**src/rtl/w2e_pkg.sv**
```systemverilog
// shared types and constants for the wlan to ethernet frame rewrite unit
// no dependencies; imported by every module of the block
`default_nettype none

package w2e_pkg;

   localparam int unsigned PRISM_HEADER_BYTES = 144;
   localparam int unsigned CMD_QUEUE_DEPTH    = 4;
   localparam int unsigned CMD_PTR_W          = $clog2(CMD_QUEUE_DEPTH);
   localparam int unsigned CMD_CNT_W          = $clog2(CMD_QUEUE_DEPTH + 1);
   localparam int unsigned HDR_BURST_WORDS    = 14;
   localparam int unsigned HDR_IDX_W          = $clog2(HDR_BURST_WORDS);

   typedef enum logic [1:0] {
      LINK_RAW      = 2'd0,
      LINK_PRISM    = 2'd1,
      LINK_RADIOTAP = 2'd2,
      LINK_PPI      = 2'd3
   } link_type_type;

   // one command from the front to the back: a header burst or a payload word
   typedef struct packed {
      logic        hdr;
      logic [7:0]  data;
      logic        last;
      logic [47:0] dst;
      logic [47:0] src;
      logic [7:0]  type_hi;
   } cmd_type;

endpackage

`default_nettype wire

```
**src/rtl/w2e_front.sv**
```systemverilog
// front end: link header skip, 802.11 header parsing, keep/drop decision
// depends on w2e_pkg; pushes commands into w2e_queue
`default_nettype none

module w2e_front
   import w2e_pkg::*;
(
   input  wire logic        clock,
   input  wire logic        reset,
   input  wire logic        csr_we,
   input  wire logic [1:0]  csr_wdata,
   input  wire logic        accept,
   input  wire logic [7:0]  data_byte,
   input  wire logic        first_byte,
   input  wire logic        last_byte,
   input  wire logic [15:0] frame_length,
   output logic             push,
   output cmd_type          cmd
);

   link_type_type link_type_ff;
   logic [15:0] pos_ff, pos_in;
   logic [15:0] len_ff, len_in;
   logic [15:0] hoff_ff, hoff_in;
   logic [15:0] pay_ff, pay_in;
   logic [15:0] fc_ff, fc_in;
   logic [47:0] da_ff, da_in;
   logic [47:0] sa_ff, sa_in;
   logic [7:0]  thi_ff, thi_in;
   logic        qos_ff, qos_in;
   logic        drop_ff, drop_in;

   always_ff @(posedge clock) begin
      if (reset) begin
         link_type_ff <= LINK_RAW;
         pos_ff  <= '0;
         len_ff  <= '0;
         hoff_ff <= '0;
         pay_ff  <= '0;
         fc_ff   <= '0;
         da_ff   <= '0;
         sa_ff   <= '0;
         thi_ff  <= '0;
         qos_ff  <= 1'b0;
         drop_ff <= 1'b0;
      end else begin
         if (csr_we) begin
            link_type_ff <= link_type_type'(csr_wdata);
         end
         pos_ff  <= pos_in;
         len_ff  <= len_in;
         hoff_ff <= hoff_in;
         pay_ff  <= pay_in;
         fc_ff   <= fc_in;
         da_ff   <= da_in;
         sa_ff   <= sa_in;
         thi_ff  <= thi_in;
         qos_ff  <= qos_in;
         drop_ff <= drop_in;
      end
   end

   always_comb begin
      logic [15:0]        cur_pos;
      logic [15:0]        cur_hoff;
      logic [15:0]        r;
      logic [15:0]        hdr_end;
      logic [15:0]        hoff_hi;
      logic [16:0]        hoff_plus;
      logic [15:0]        fc_full;
      logic signed [17:0] pay_s;
      logic signed [17:0] pay_q;
      logic [15:0]        pay_dec;
      logic [1:0]         addr_sel;
      logic [1:0]         da_sel;
      logic [1:0]         sa_sel;
      logic               is_ext;

      pos_in  = pos_ff;
      len_in  = len_ff;
      hoff_in = hoff_ff;
      pay_in  = pay_ff;
      fc_in   = fc_ff;
      da_in   = da_ff;
      sa_in   = sa_ff;
      thi_in  = thi_ff;
      qos_in  = qos_ff;
      drop_in = drop_ff;
      push    = 1'b0;
      cmd     = '0;

      if (first_byte) begin
         len_in  = frame_length;
         drop_in = 1'b0;
         qos_in  = 1'b0;
         pay_in  = '0;
         fc_in   = '0;
         hoff_in = (link_type_ff == LINK_PRISM) ? 16'(PRISM_HEADER_BYTES) : 16'd0;
      end
      cur_pos  = first_byte ? 16'd0 : pos_ff;
      cur_hoff = hoff_in;
      is_ext   = (link_type_ff == LINK_RADIOTAP) || (link_type_ff == LINK_PPI);
      r        = cur_pos - cur_hoff;
      hdr_end  = qos_in ? 16'd34 : 16'd32;
      hoff_hi  = cur_hoff | {data_byte, 8'h00};
      hoff_plus = {1'b0, hoff_hi} + 17'd10;
      fc_full  = fc_in | {data_byte, 8'h00};
      pay_s    = $signed({2'b00, len_in}) - 18'sd32 - $signed({2'b00, cur_hoff});
      pay_q    = pay_s - 18'sd2;
      pay_dec  = pay_in - 16'd1;
      addr_sel = (r < 16'd10) ? 2'd0 : ((r < 16'd16) ? 2'd1 : 2'd2);
      da_sel   = fc_in[8] ? 2'd2 : 2'd0;
      sa_sel   = fc_in[9] ? 2'd2 : 2'd1;

      cmd.dst     = da_in;
      cmd.src     = sa_in;
      cmd.type_hi = thi_in;
      cmd.data    = data_byte;

      if (accept) begin
         pos_in = (cur_pos != 16'hFFFF) ? cur_pos + 16'd1 : cur_pos;
         if (!drop_in) begin
            if (is_ext && cur_pos <= 16'd3) begin
               // extended link header: length little endian at bytes 2 and 3
               if (cur_pos == 16'd2) begin
                  hoff_in = {8'h00, data_byte};
               end else if (cur_pos == 16'd3) begin
                  hoff_in = hoff_hi;
                  if (hoff_hi < 16'd8) begin
                     drop_in = 1'b1;
                  end else if (link_type_ff == LINK_RADIOTAP &&
                               hoff_plus > {1'b0, len_in}) begin
                     drop_in = 1'b1;
                  end else if (link_type_ff == LINK_PPI &&
                               (len_in < 16'd8 || hoff_hi > len_in)) begin
                     drop_in = 1'b1;
                  end
               end
            end else if (cur_pos >= cur_hoff) begin
               if (r == 16'd0) begin
                  fc_in = {8'h00, data_byte};
               end else if (r == 16'd1) begin
                  fc_in = fc_full;
                  if (pay_s <= 18'sd20 || fc_full[3:2] != 2'd2) begin
                     drop_in = 1'b1;
                  end else if (fc_full[7:4] == 4'd8) begin
                     qos_in = 1'b1;
                     if (pay_q <= 18'sd20 || fc_full[14] || (fc_full[8] && fc_full[9])) begin
                        drop_in = 1'b1;
                     end else begin
                        pay_in = pay_q[15:0];
                     end
                  end else if (fc_full[7:4] != 4'd0 || fc_full[14] ||
                               (fc_full[8] && fc_full[9])) begin
                     drop_in = 1'b1;
                  end else begin
                     pay_in = pay_s[15:0];
                  end
               end else if (r >= 16'd4 && r < 16'd22) begin
                  // addresses arrive msb first
                  if (addr_sel == da_sel) begin
                     da_in = {da_ff[39:0], data_byte};
                  end
                  if (addr_sel == sa_sel) begin
                     sa_in = {sa_ff[39:0], data_byte};
                  end
               end else if (r == hdr_end - 16'd2) begin
                  thi_in = data_byte;
               end else if (r == hdr_end - 16'd1) begin
                  push     = 1'b1;
                  cmd.hdr  = 1'b1;
                  cmd.last = 1'b0;
               end else if (r >= hdr_end && pay_in != 16'd0) begin
                  pay_in   = pay_dec;
                  push     = 1'b1;
                  cmd.hdr  = 1'b0;
                  cmd.last = (pay_dec == 16'd0) || last_byte;
                  if (pay_dec == 16'd0) begin
                     drop_in = 1'b1;
                  end
               end
            end
            if (last_byte) begin
               drop_in = 1'b1;
            end
         end
      end else begin
         pos_in  = pos_ff;
         len_in  = len_ff;
         hoff_in = hoff_ff;
         pay_in  = pay_ff;
         fc_in   = fc_ff;
         da_in   = da_ff;
         sa_in   = sa_ff;
         thi_in  = thi_ff;
         qos_in  = qos_ff;
         drop_in = drop_ff;
      end
   end

endmodule

`default_nettype wire

```
**src/rtl/w2e_queue.sv**
```systemverilog
// command queue between front and back, register based
// depends on w2e_pkg
`default_nettype none

module w2e_queue
   import w2e_pkg::*;
(
   input  wire logic clock,
   input  wire logic reset,
   input  wire logic push,
   input  cmd_type   push_cmd,
   output logic      ready,
   input  wire logic pop,
   output logic      head_valid,
   output cmd_type   head_cmd
);

   cmd_type                entry_ff [CMD_QUEUE_DEPTH];
   logic [CMD_PTR_W-1:0]   wr_ptr_ff, wr_ptr_in;
   logic [CMD_PTR_W-1:0]   rd_ptr_ff, rd_ptr_in;
   logic [CMD_CNT_W-1:0]   count_ff, count_in;
   logic                   do_pop;

   assign ready      = (count_ff != CMD_CNT_W'(CMD_QUEUE_DEPTH));
   assign head_valid = (count_ff != '0);
   assign head_cmd   = entry_ff[rd_ptr_ff];
   assign do_pop     = pop && head_valid;

   always_comb begin
      wr_ptr_in = wr_ptr_ff;
      rd_ptr_in = rd_ptr_ff;
      count_in  = count_ff;
      if (push) begin
         wr_ptr_in = (wr_ptr_ff == CMD_PTR_W'(CMD_QUEUE_DEPTH - 1)) ? '0 : wr_ptr_ff + 1'b1;
      end
      if (do_pop) begin
         rd_ptr_in = (rd_ptr_ff == CMD_PTR_W'(CMD_QUEUE_DEPTH - 1)) ? '0 : rd_ptr_ff + 1'b1;
      end
      if (push && !do_pop) begin
         count_in = count_ff + 1'b1;
      end else if (!push && do_pop) begin
         count_in = count_ff - 1'b1;
      end
   end

   always_ff @(posedge clock) begin
      if (reset) begin
         wr_ptr_ff <= '0;
         rd_ptr_ff <= '0;
         count_ff  <= '0;
      end else begin
         wr_ptr_ff <= wr_ptr_in;
         rd_ptr_ff <= rd_ptr_in;
         count_ff  <= count_in;
      end
   end

   always_ff @(posedge clock) begin
      if (push) begin
         entry_ff[wr_ptr_ff] <= push_cmd;
      end
   end

endmodule

`default_nettype wire

```
**src/rtl/w2e_back.sv**
```systemverilog
// back end: expands header commands into 14 words, forwards payload words
// depends on w2e_pkg; drives the registered output word
`default_nettype none

module w2e_back
   import w2e_pkg::*;
(
   input  wire logic  clock,
   input  wire logic  reset,
   input  wire logic  head_valid,
   input  cmd_type    head_cmd,
   output logic       pop,
   output logic       out_valid,
   input  wire logic  out_ready,
   output logic [7:0] out_byte,
   output logic       out_last
);

   logic                 valid_ff, valid_in;
   logic [7:0]           byte_ff, byte_in;
   logic                 last_ff, last_in;
   logic [HDR_IDX_W-1:0] idx_ff, idx_in;

   assign out_valid = valid_ff;
   assign out_byte  = byte_ff;
   assign out_last  = last_ff;

   always_comb begin
      logic         load;
      logic [111:0] burst;

      load     = !valid_ff || out_ready;
      burst    = {head_cmd.dst, head_cmd.src, head_cmd.type_hi, head_cmd.data};
      valid_in = valid_ff;
      byte_in  = byte_ff;
      last_in  = last_ff;
      idx_in   = idx_ff;
      pop      = 1'b0;
      if (load) begin
         valid_in = head_valid;
         if (head_valid) begin
            if (head_cmd.hdr) begin
               byte_in = burst[7'd111 - {idx_ff, 3'b000} -: 8];
               last_in = 1'b0;
               if (idx_ff == HDR_IDX_W'(HDR_BURST_WORDS - 1)) begin
                  pop    = 1'b1;
                  idx_in = '0;
               end else begin
                  idx_in = idx_ff + 1'b1;
               end
            end else begin
               byte_in = head_cmd.data;
               last_in = head_cmd.last;
               pop     = 1'b1;
            end
         end
      end
   end

   always_ff @(posedge clock) begin
      if (reset) begin
         valid_ff <= 1'b0;
         idx_ff   <= '0;
      end else begin
         valid_ff <= valid_in;
         idx_ff   <= idx_in;
      end
   end

   always_ff @(posedge clock) begin
      byte_ff <= byte_in;
      last_ff <= last_in;
   end

endmodule

`default_nettype wire

```
**src/rtl/wlan_to_ethernet_frame_rewrite_unit.sv**
```systemverilog
// top level of the 802.11 capture to ethernet frame rewrite unit
// depends on w2e_pkg, w2e_front, w2e_queue and w2e_back
//
//  channel  direction  signals                       word
//  req      in         req_tvalid/tready/tdata/...   one capture byte with frame marks
//  rsp      out        rsp_tvalid/tready/tdata/tlast one ethernet frame byte
//  csr      in         csr_we/csr_wdata              link type register write
//
// the front takes one byte per cycle while the queue has room, parsing it in that cycle
// a kept frame yields one header command and then one command per payload byte
// the back turns the header command into 14 output words, one per cycle unless rsp stalls;
// the 4-entry queue can fill behind it, and req_tready stays low until the back pops it
// a word passes a queue entry and the back's output register before it shows on rsp
// synchronous reset clears all control state and sets link type to raw 802.11
`default_nettype none

module wlan_to_ethernet_frame_rewrite_unit
   import w2e_pkg::*;
(
   input  wire logic        clock,
   input  wire logic        reset,
   // input capture bytes
   input  wire logic        req_tvalid,
   output logic             req_tready,
   input  wire logic [23:0] req_tdata,   // [7:0] data_byte, [23:8] frame_length
   input  wire logic        req_tuser,   // [0] first_byte
   input  wire logic        req_tlast,   // last_byte
   // output ethernet bytes
   output logic             rsp_tvalid,
   input  wire logic        rsp_tready,
   output logic [7:0]       rsp_tdata,   // [7:0] out_byte
   output logic             rsp_tlast,   // out_last
   // link type register
   input  wire logic        csr_we,
   input  wire logic [1:0]  csr_wdata
);

   logic    q_ready;
   logic    accept;
   logic    push;
   cmd_type push_cmd;
   logic    pop;
   logic    head_valid;
   cmd_type head_cmd;

   // a byte is taken whenever the queue has room, even if it ends up dropped
   assign req_tready = q_ready;
   assign accept     = req_tvalid && q_ready;

   w2e_front u_front (
      .clock        (clock),
      .reset        (reset),
      .csr_we       (csr_we),
      .csr_wdata    (csr_wdata),
      .accept       (accept),
      .data_byte    (req_tdata[7:0]),
      .first_byte   (req_tuser),
      .last_byte    (req_tlast),
      .frame_length (req_tdata[23:8]),
      .push         (push),
      .cmd          (push_cmd)
   );

   w2e_queue u_queue (
      .clock      (clock),
      .reset      (reset),
      .push       (push),
      .push_cmd   (push_cmd),
      .ready      (q_ready),
      .pop        (pop),
      .head_valid (head_valid),
      .head_cmd   (head_cmd)
   );

   w2e_back u_back (
      .clock      (clock),
      .reset      (reset),
      .head_valid (head_valid),
      .head_cmd   (head_cmd),
      .pop        (pop),
      .out_valid  (rsp_tvalid),
      .out_ready  (rsp_tready),
      .out_byte   (rsp_tdata),
      .out_last   (rsp_tlast)
   );

endmodule

`default_nettype wire

```
**config.mk**
```make
export PLATFORM = sky130hd
export DESIGN_NAME = wlan_to_ethernet_frame_rewrite_unit
export DESIGN_NICKNAME = d
export VERILOG_FILES = /design/src/rtl/w2e_pkg.sv /design/src/rtl/w2e_front.sv /design/src/rtl/w2e_queue.sv /design/src/rtl/w2e_back.sv /design/src/rtl/wlan_to_ethernet_frame_rewrite_unit.sv
export SDC_FILE = /design/constraint.sdc
export NUM_CORES = 1
export LEC_CHECK = 0
export BUFFER_PORTS_ARGS = -buffer_cell sky130_fd_sc_hd__buf_2
export CORE_ASPECT_RATIO = 0.5
export CORE_UTILIZATION = 60
export DETAILED_ROUTE_END_ITERATION = 6
export GPL_ROUTABILITY_DRIVEN = 0
export PLACE_DENSITY = 0.76
export REMOVE_ABC_BUFFERS = 1
export SKIP_CTS_REPAIR_TIMING = 1
export SLEW_MARGIN = 20
export SYNTH_ARGS = -nofsm -noshare
export SYNTH_HDL_FRONTEND = slang
export SYNTH_SLANG_ARGS = --single-unit
```
**constraint.sdc**
```tcl
create_clock -name clock -period 24.7 [get_ports clock]
set_input_delay 3.705 -clock clock [delete_from_list [all_inputs] [get_ports clock]]
set_output_delay 3.705 -clock clock [all_outputs]
set_load 0.05 [all_outputs]
```
=== After elaboration in Yosys (flattened, before gate mapping) ===
Memory sizes are Yosys's and may differ from the RTL's. A register that Yosys moved wholly into a read port is not among the register bits.
Index checks and enable logic that the tools add are counted.

* Register bits after elaboration: 209
* Bits in latches: 0
* Memory bits (writable): 456
* ROM bits: 0
* Memories kept: 1

{| class="wikitable"
|+ Memories
! memory !! words !! width !! rd ports !! clocked after memory_dff !! write ports !! RTL line !! RTL
|-
| u_queue.entry_ff || 4 || 114 || 1 || 1 || 1 || w2e_queue.sv:18 || <nowiki>cmd_type entry_ff [CMD_QUEUE_DEPTH];</nowiki>
|}

* Add/sub/neg operators: 15
* $mul: 0
* Div/mod/pow operators: 0
* Magnitude comparators: 13
* Equal/unequal tests: 17
* Shift-type cells: 1
* Multiplexer cells: 106
* Bitwise gates (word level): 7
* Reduce and logical (&&, ||, !) cells: 33

{| class="wikitable"
|+ Operators with widths
! operator !! count
|-
| $mux 16 || 28
|-
| $shiftx 119x8->8 || 1
|-
| $mux 1 || 64
|-
| $lt 16x4->1 const B || 3
|-
| $le 18x6->1 const B || 2
|-
| $eq 16x16->1 || 2
|-
| $eq 16x2->1 const B || 2
|-
| $ge 16x16->1 || 2
|-
| $logic_not 16->1 || 2
|-
| $lt 16x5->1 const B || 2
|-
| $or 16x16->16 || 2
|-
| $sub 16x1->16 const B || 2
|-
| $reduce_and 8->1 || 3
|-
| $mux 2 || 9
|-
| $sub 18x17->18 || 1
|-
| $sub 18x3->18 const B || 1
|-
| $add 16x4->17 const B || 1
|-
| $gt 17x16->1 || 1
|-
| $sub 16x6->17 const B || 1
|-
| $add 16x1->16 const B || 1
|-
| $eq 16x1->1 const B || 1
|-
| $ge 16x3->1 const B || 1
|-
| $gt 16x16->1 || 1
|-
| $le 16x2->1 const B || 1
|-
| other kinds (27) || 58
|}

=== Logic depth before layout (Yosys ltp) ===
* Depth after elaboration: 20
* Mapped depth: 26

=== Hierarchy ===
From an unflattened synthesis, not the netlist that was laid out.

* Cells, all modules: 2353
* Area, all modules: 31104.8 µm²

{| class="wikitable"
|+ By module, submodules not included
! module !! instances !! cells each !! area an instance (µm²) !! sequential area each (µm²)
|-
| w2e_queue || 1 || 641 || 16905.0 || 13873.3
|-
| w2e_front || 1 || 1581 || 12597.1 || 3623.5
|-
| w2e_back || 1 || 130 || 1596.5 || 370.4
|-
| wlan_to_ethernet_frame_rewrite_unit || 1 || 1 || 6.3 || 0.0
|}

=== Worst setup path after synthesis ===
OpenSTA, ideal clock, no wires.

* Path kind: input to register
* From: input req_tuser
* To: memory u_queue.entry_ff[0][0] (netlist name) (enable)
* Setup time: 486 ps
* Data arrival time: 11726 ps
* Required time: 24214 ps
* Path slack: 12488 ps
* Cell stages on the path: 20
* Cell sequence: buf_2 clkbuf_1 clkbuf_1 clkbuf_1 clkbuf_1 clkbuf_1 clkbuf_1 nor2b_1 fa_1 a21o_1 a221oi_1 o21ai_1 a2111oi_0 nor2_1 or4_1 clkbuf_1 or3_1 nand2b_1 a21oi_1 and2_1

* Cells in the longest elaborated chain, start to end: 16

{| class="wikitable"
|+ RTL lines
! element !! RTL line !! RTL
|-
| start, declared || wlan_to_ethernet_frame_rewrite_unit.sv:26 || <nowiki>input wire logic req_tuser,</nowiki>
|-
| $mux 16, or another cell as far along || w2e_front.sv:100 || <nowiki>cur_pos = first_byte ? 16'd0 : pos_ff;</nowiki>
|-
| $sub 16x16->16 / $mux 2 (equally long branches) || w2e_front.sv:103, w2e_front.sv:104 ||
|-
| $ge 16x16->1 || w2e_front.sv:173 || <nowiki>end else if (r >= hdr_end && pay_in != 16'd0) begin</nowiki>
|-
| $logic_and 1x1->1 || w2e_front.sv:173 ||
|-
| $mux 1 || w2e_front.sv:173 ||
|-
| $mux 1 || w2e_front.sv:169 || <nowiki>end else if (r == hdr_end - 16'd1) begin</nowiki>
|-
| $mux 1 || w2e_front.sv:167 || <nowiki>end else if (r == hdr_end - 16'd2) begin</nowiki>
|-
| $mux 1 || w2e_front.sv:159 || <nowiki>end else if (r >= 16'd4 && r < 16'd22) begin</nowiki>
|-
| $mux 1 || w2e_front.sv:142 || <nowiki>end else if (r == 16'd1) begin</nowiki>
|-
| $mux 1 || w2e_front.sv:140 || <nowiki>if (r == 16'd0) begin</nowiki>
|-
| $mux 1 || w2e_front.sv:139 || <nowiki>end else if (cur_pos >= cur_hoff) begin</nowiki>
|-
| $mux 1 || w2e_front.sv:123 || <nowiki>if (is_ext && cur_pos <= 16'd3) begin</nowiki>
|-
| $mux 1 * || w2e_front.sv:122 || <nowiki>if (!drop_in) begin</nowiki>
|-
| $mux 1 * || w2e_front.sv:120 || <nowiki>if (accept) begin</nowiki>
|-
| via push || wlan_to_ethernet_frame_rewrite_unit.sv:40 || <nowiki>logic push;</nowiki>
|-
| $mux 1 * || w2e_queue.sv:59 || <nowiki>if (push) begin</nowiki>
|-
| $mux 1 (not written as such) * || w2e_queue.sv:60 || <nowiki>entry_ff[wr_ptr_ff] <= push_cmd;</nowiki>
|-
| end, declared || w2e_queue.sv:18 ||
|}

Mark *: on every way through the listed nets, which the timed path passes. The rest lies on a longest branch.

=== Worst setup path after layout ===
* From: input req_tuser
* To: memory u_queue.entry_ff[0][85] (netlist name) (enable)

Same word-level chain as after synthesis.

==> impl_metrics.toml <==
[global_route]
grt.met3_usage_pct = 4.53
grt_pass1_wl_microns = 113000
use_met1_pct = 39.4
antenna_found_initial = 0
top_usage_layer = "met2"
use_met2_pct = 46.7
grt_max_degree = 75
overflow = 0
grt_pass1_vias = 19700
grtUsageTotal_pct = 28.3

[worst_setup_path]
cpMostUsedCell = "buf_4"
setup.worst_path.start = "req_tuser"
reg2reg_to = "u_queue.entry_ff[0][85]$_DFFE_PP_"
critPathLaunchType = "primary input"
crit_fanout = 66
crit_arrival_ps = 10730
required_ps = 24940
setup.worst_path.end = "u_queue.entry_ff[0][85]$_DFFE_PP_"
cp-end-kind = "flip-flop"
r2r-start = "u_front.link_type_ff[1]$_SDFFE_PP0P_"
critical_path_class = "primary input to flip-flop"
crit_chain = "buf_2 -> buf_4 -> buf_4 -> nor2b_1 -> inv_1 -> ha_1 -> inv_1 -> fa_1 -> a21o_1 -> a221oi_1 -> o21ai_1 -> a2111oi_0 -> nor2_1 -> or4_1 -> or3_1 -> nand2b_1 -> a21oi_1 -> and2_4 -> buf_4"
slowest_stage = "and2_4"
worst-r2r-setup-slack_ps = 17870
slowest_delay_ps = 970
worst_r2r_path_depth = 14

[synth]
synthCells = 2417
synthAdderAreaFrac_pct = 3.48
postSynth.asyncResetShare_pct = 0
synth.area.mux_share_pct = 12.1
yosys_warnings = 0
synth-simple-area-share_pct = 10.9
ys_top_cells_by_area = "edfxtp_1, dfxtp_1, mux4_2"
synth_top_cell_by_area = "edfxtp_1"
synth-seq-cells = 660
synth_compound_area_share_pct = 10.9
synth_top_area_share_pct = 45.7
synthFlopType = "edfxtp_1"
synth_enable_flop_cells = 465
netlist_area_sq_um = 30500
synth_cell_types = 90
avgSynthCellArea_sq_um = 12.6
ys_seq_area_share_pct = 58.5
synth-xor-area-share_pct = 1.65
synth_top_family_by_area = "multiplexers"

[clocking]
clock_latency_ps = 620
cts_tree = "yes"
clk_path_buf_depth = 3
clkTransAtPathRegs_ps = 70
cts.htree.levels = 2
cts_sinks = 660
cts_root_buffer = "clkbuf_16"
cts_buffers = 54

[place]
dpl-instance-area_sq_um = 31400
port_buffers = 43
dp_hpwl_microns = 44400

[route]
dr.pass1.iters = 7
post_drt_wl_per_cell_microns = 23.0
vias = 20300
ant_nets = 0
viasPerCell = 6.42
drtIter0Drc = 2184
route.detailed.drc = 0
drt-total-wl_microns = 72600

[worst_hold_path]
hp-class = "flip-flop to flip-flop"

[power]
ir_drop_mv = 0.0656
power_leakage_nw = 11.3
total_power_mw = 3.12
powerDensity_nw_per_um2 = 93.9

[floorplan]
ios = 44
initial_core_util_pct = 60.8
die_x_microns = 321
num_rows = 58
dieArea_sq_um = 51800
placeableCoreArea_sq_um = 50200
die-height_microns = 162

[timing]
finalHoldViolCount = 0
setup_violations = 0
finClkSkew_ps = 29.2
finalMaxSlewViolations = 0
slew_headroom_pct = 28.6
fmax_mhz = 95.3
tns_ps = 0
period_share_pct = 42.5
worstMarginPinSlew_ps = 1070
rsz0062_at_grt = "no"
finalCriticalPeriod_ps = 10490
whs_ps = 482

[finish]
num_antenna_cells = 0
final_common_cell = "edfxtp_1"
fill_cells = 3604
final_cell_mix = "edfxtp_1, nand2_1, dfxtp_1"
register_area_sq_um = 17900
postLayoutCellArea_sq_um = 33200
multi_input_area_sq_um = 12000
drive_above_1_share_pct = 14.3
area_growth_pct = 8.88
nets = 2538

[run]
max_cap_violations = 0

[outcome]
status = "completed"
metrics by stage:
step | util, % | std cells | setup WS (ps)
after floorplan | - | 2287 | 13680
after global placement | 62.5 | 3054 | 13750
after detailed placement | 62.5 | 3054 | 13690
after CTS | 66.1 | 3156 | 14250
after global routing | 66.2 | 3158 | 13860
final | 66.2 | 3158 | 14210
layout make-up:
type                    instances  area share, %
well taps                     690           2.60
clock inverters                33          0.990
repair buffers                 79           1.58
inverters                      64          0.723
clock buffers                  69           4.38
multi-input cells            1563           35.9
flip-flops and latches        660           53.8
worst max-delay path, delay by kind of cell:
kind / cells / cell delay, ps
and+or+nand+nor: 6 / 2520
buffers and inverters: 6 / 1970
AOI/OAI and AO/OA: 5 / 1830
adders and majority gates: 2 / 580
logic make-up (layout without fill, tap and decap cells):
kind of cell    after synthesis  after routing
mux                         194            194
xor+xnor                     56             56
buf+inv                     194            245
simple gates                726            726
fa+ha+maj                    83             83
compound gates              504            504
flops                       660            660
cell usage after synthesis (47+ instances only):
library cell	instances
mux4_2	138
edfxtp_1	465
a211oi_1	47
dfxtp_1	195
inv_1	62
o21ai_0	54
ha_1	80
nor2_1	187
nor3_1	52
a21oi_1	180
clkbuf_1	100
nand2_1	296
worst min-delay path by stage:
| stage | startpoint | cells past startpoint | slack, ps | endpoint |
|---|---|---|---|---|
| 2_1_floorplan | u_front.da_ff[40]$_SDFFE_PP0P_ | 2 | 450 | u_front.da_ff[40]$_SDFFE_PP0P_ |
| 3_3_place_gp | u_back.out_valid$_SDFFE_PP0N_ | 2 | 460 | u_back.out_valid$_SDFFE_PP0N_ |
| 6_report | u_back.out_valid$_SDFFE_PP0N_ | 2 | 480 | u_back.out_valid$_SDFFE_PP0N_ |
| 5_1_grt | u_back.out_valid$_SDFFE_PP0N_ | 2 | 500 | u_back.out_valid$_SDFFE_PP0N_ |
| 4_1_cts | u_back.out_valid$_SDFFE_PP0N_ | 2 | 490 | u_back.out_valid$_SDFFE_PP0N_ |
| 3_5_place_dp | u_back.out_valid$_SDFFE_PP0N_ | 2 | 480 | u_back.out_valid$_SDFFE_PP0N_ |
where the power goes:
group	switching, mW	internal, mW
clock network	0.402	0.464
logic	0.520	0.381
registers	0.0675	1.29
total	0.990	2.13
sequential cells by signal (all words and copies together) (netlist names), named ones only:
| signal | flops |
|---|---|
| u_front.da_ff | 48 |
| u_back.out_last | 1 |
| u_front.sa_ff | 48 |
| u_front.thi_ff | 8 |
| u_queue.count_ff | 3 |
| u_back.out_byte | 8 |
| u_back.idx_ff | 4 |
| u_front.hoff_ff | 16 |
| u_front.link_type_ff | 2 |
| u_queue.entry_ff | 456 |
| u_front.pos_ff | 16 |
| u_front.len_ff | 16 |
| u_queue.rd_ptr_ff | 2 |
| u_back.out_valid | 1 |
| u_front.qos_ff | 1 |
| u_front.drop_ff | 1 |
| u_queue.wr_ptr_ff | 2 |
| u_front.fc_ff | 9 |
| u_front.pay_ff | 16 |
per-layer routing:
metal	up-vias	routed length [microns]
met4	0	1930
met3	143	5880
met2	921	34800
li1	9195	-
met5	-	0
met1	10000	30100
Note: power is estimated with default switching activity, not from simulation.
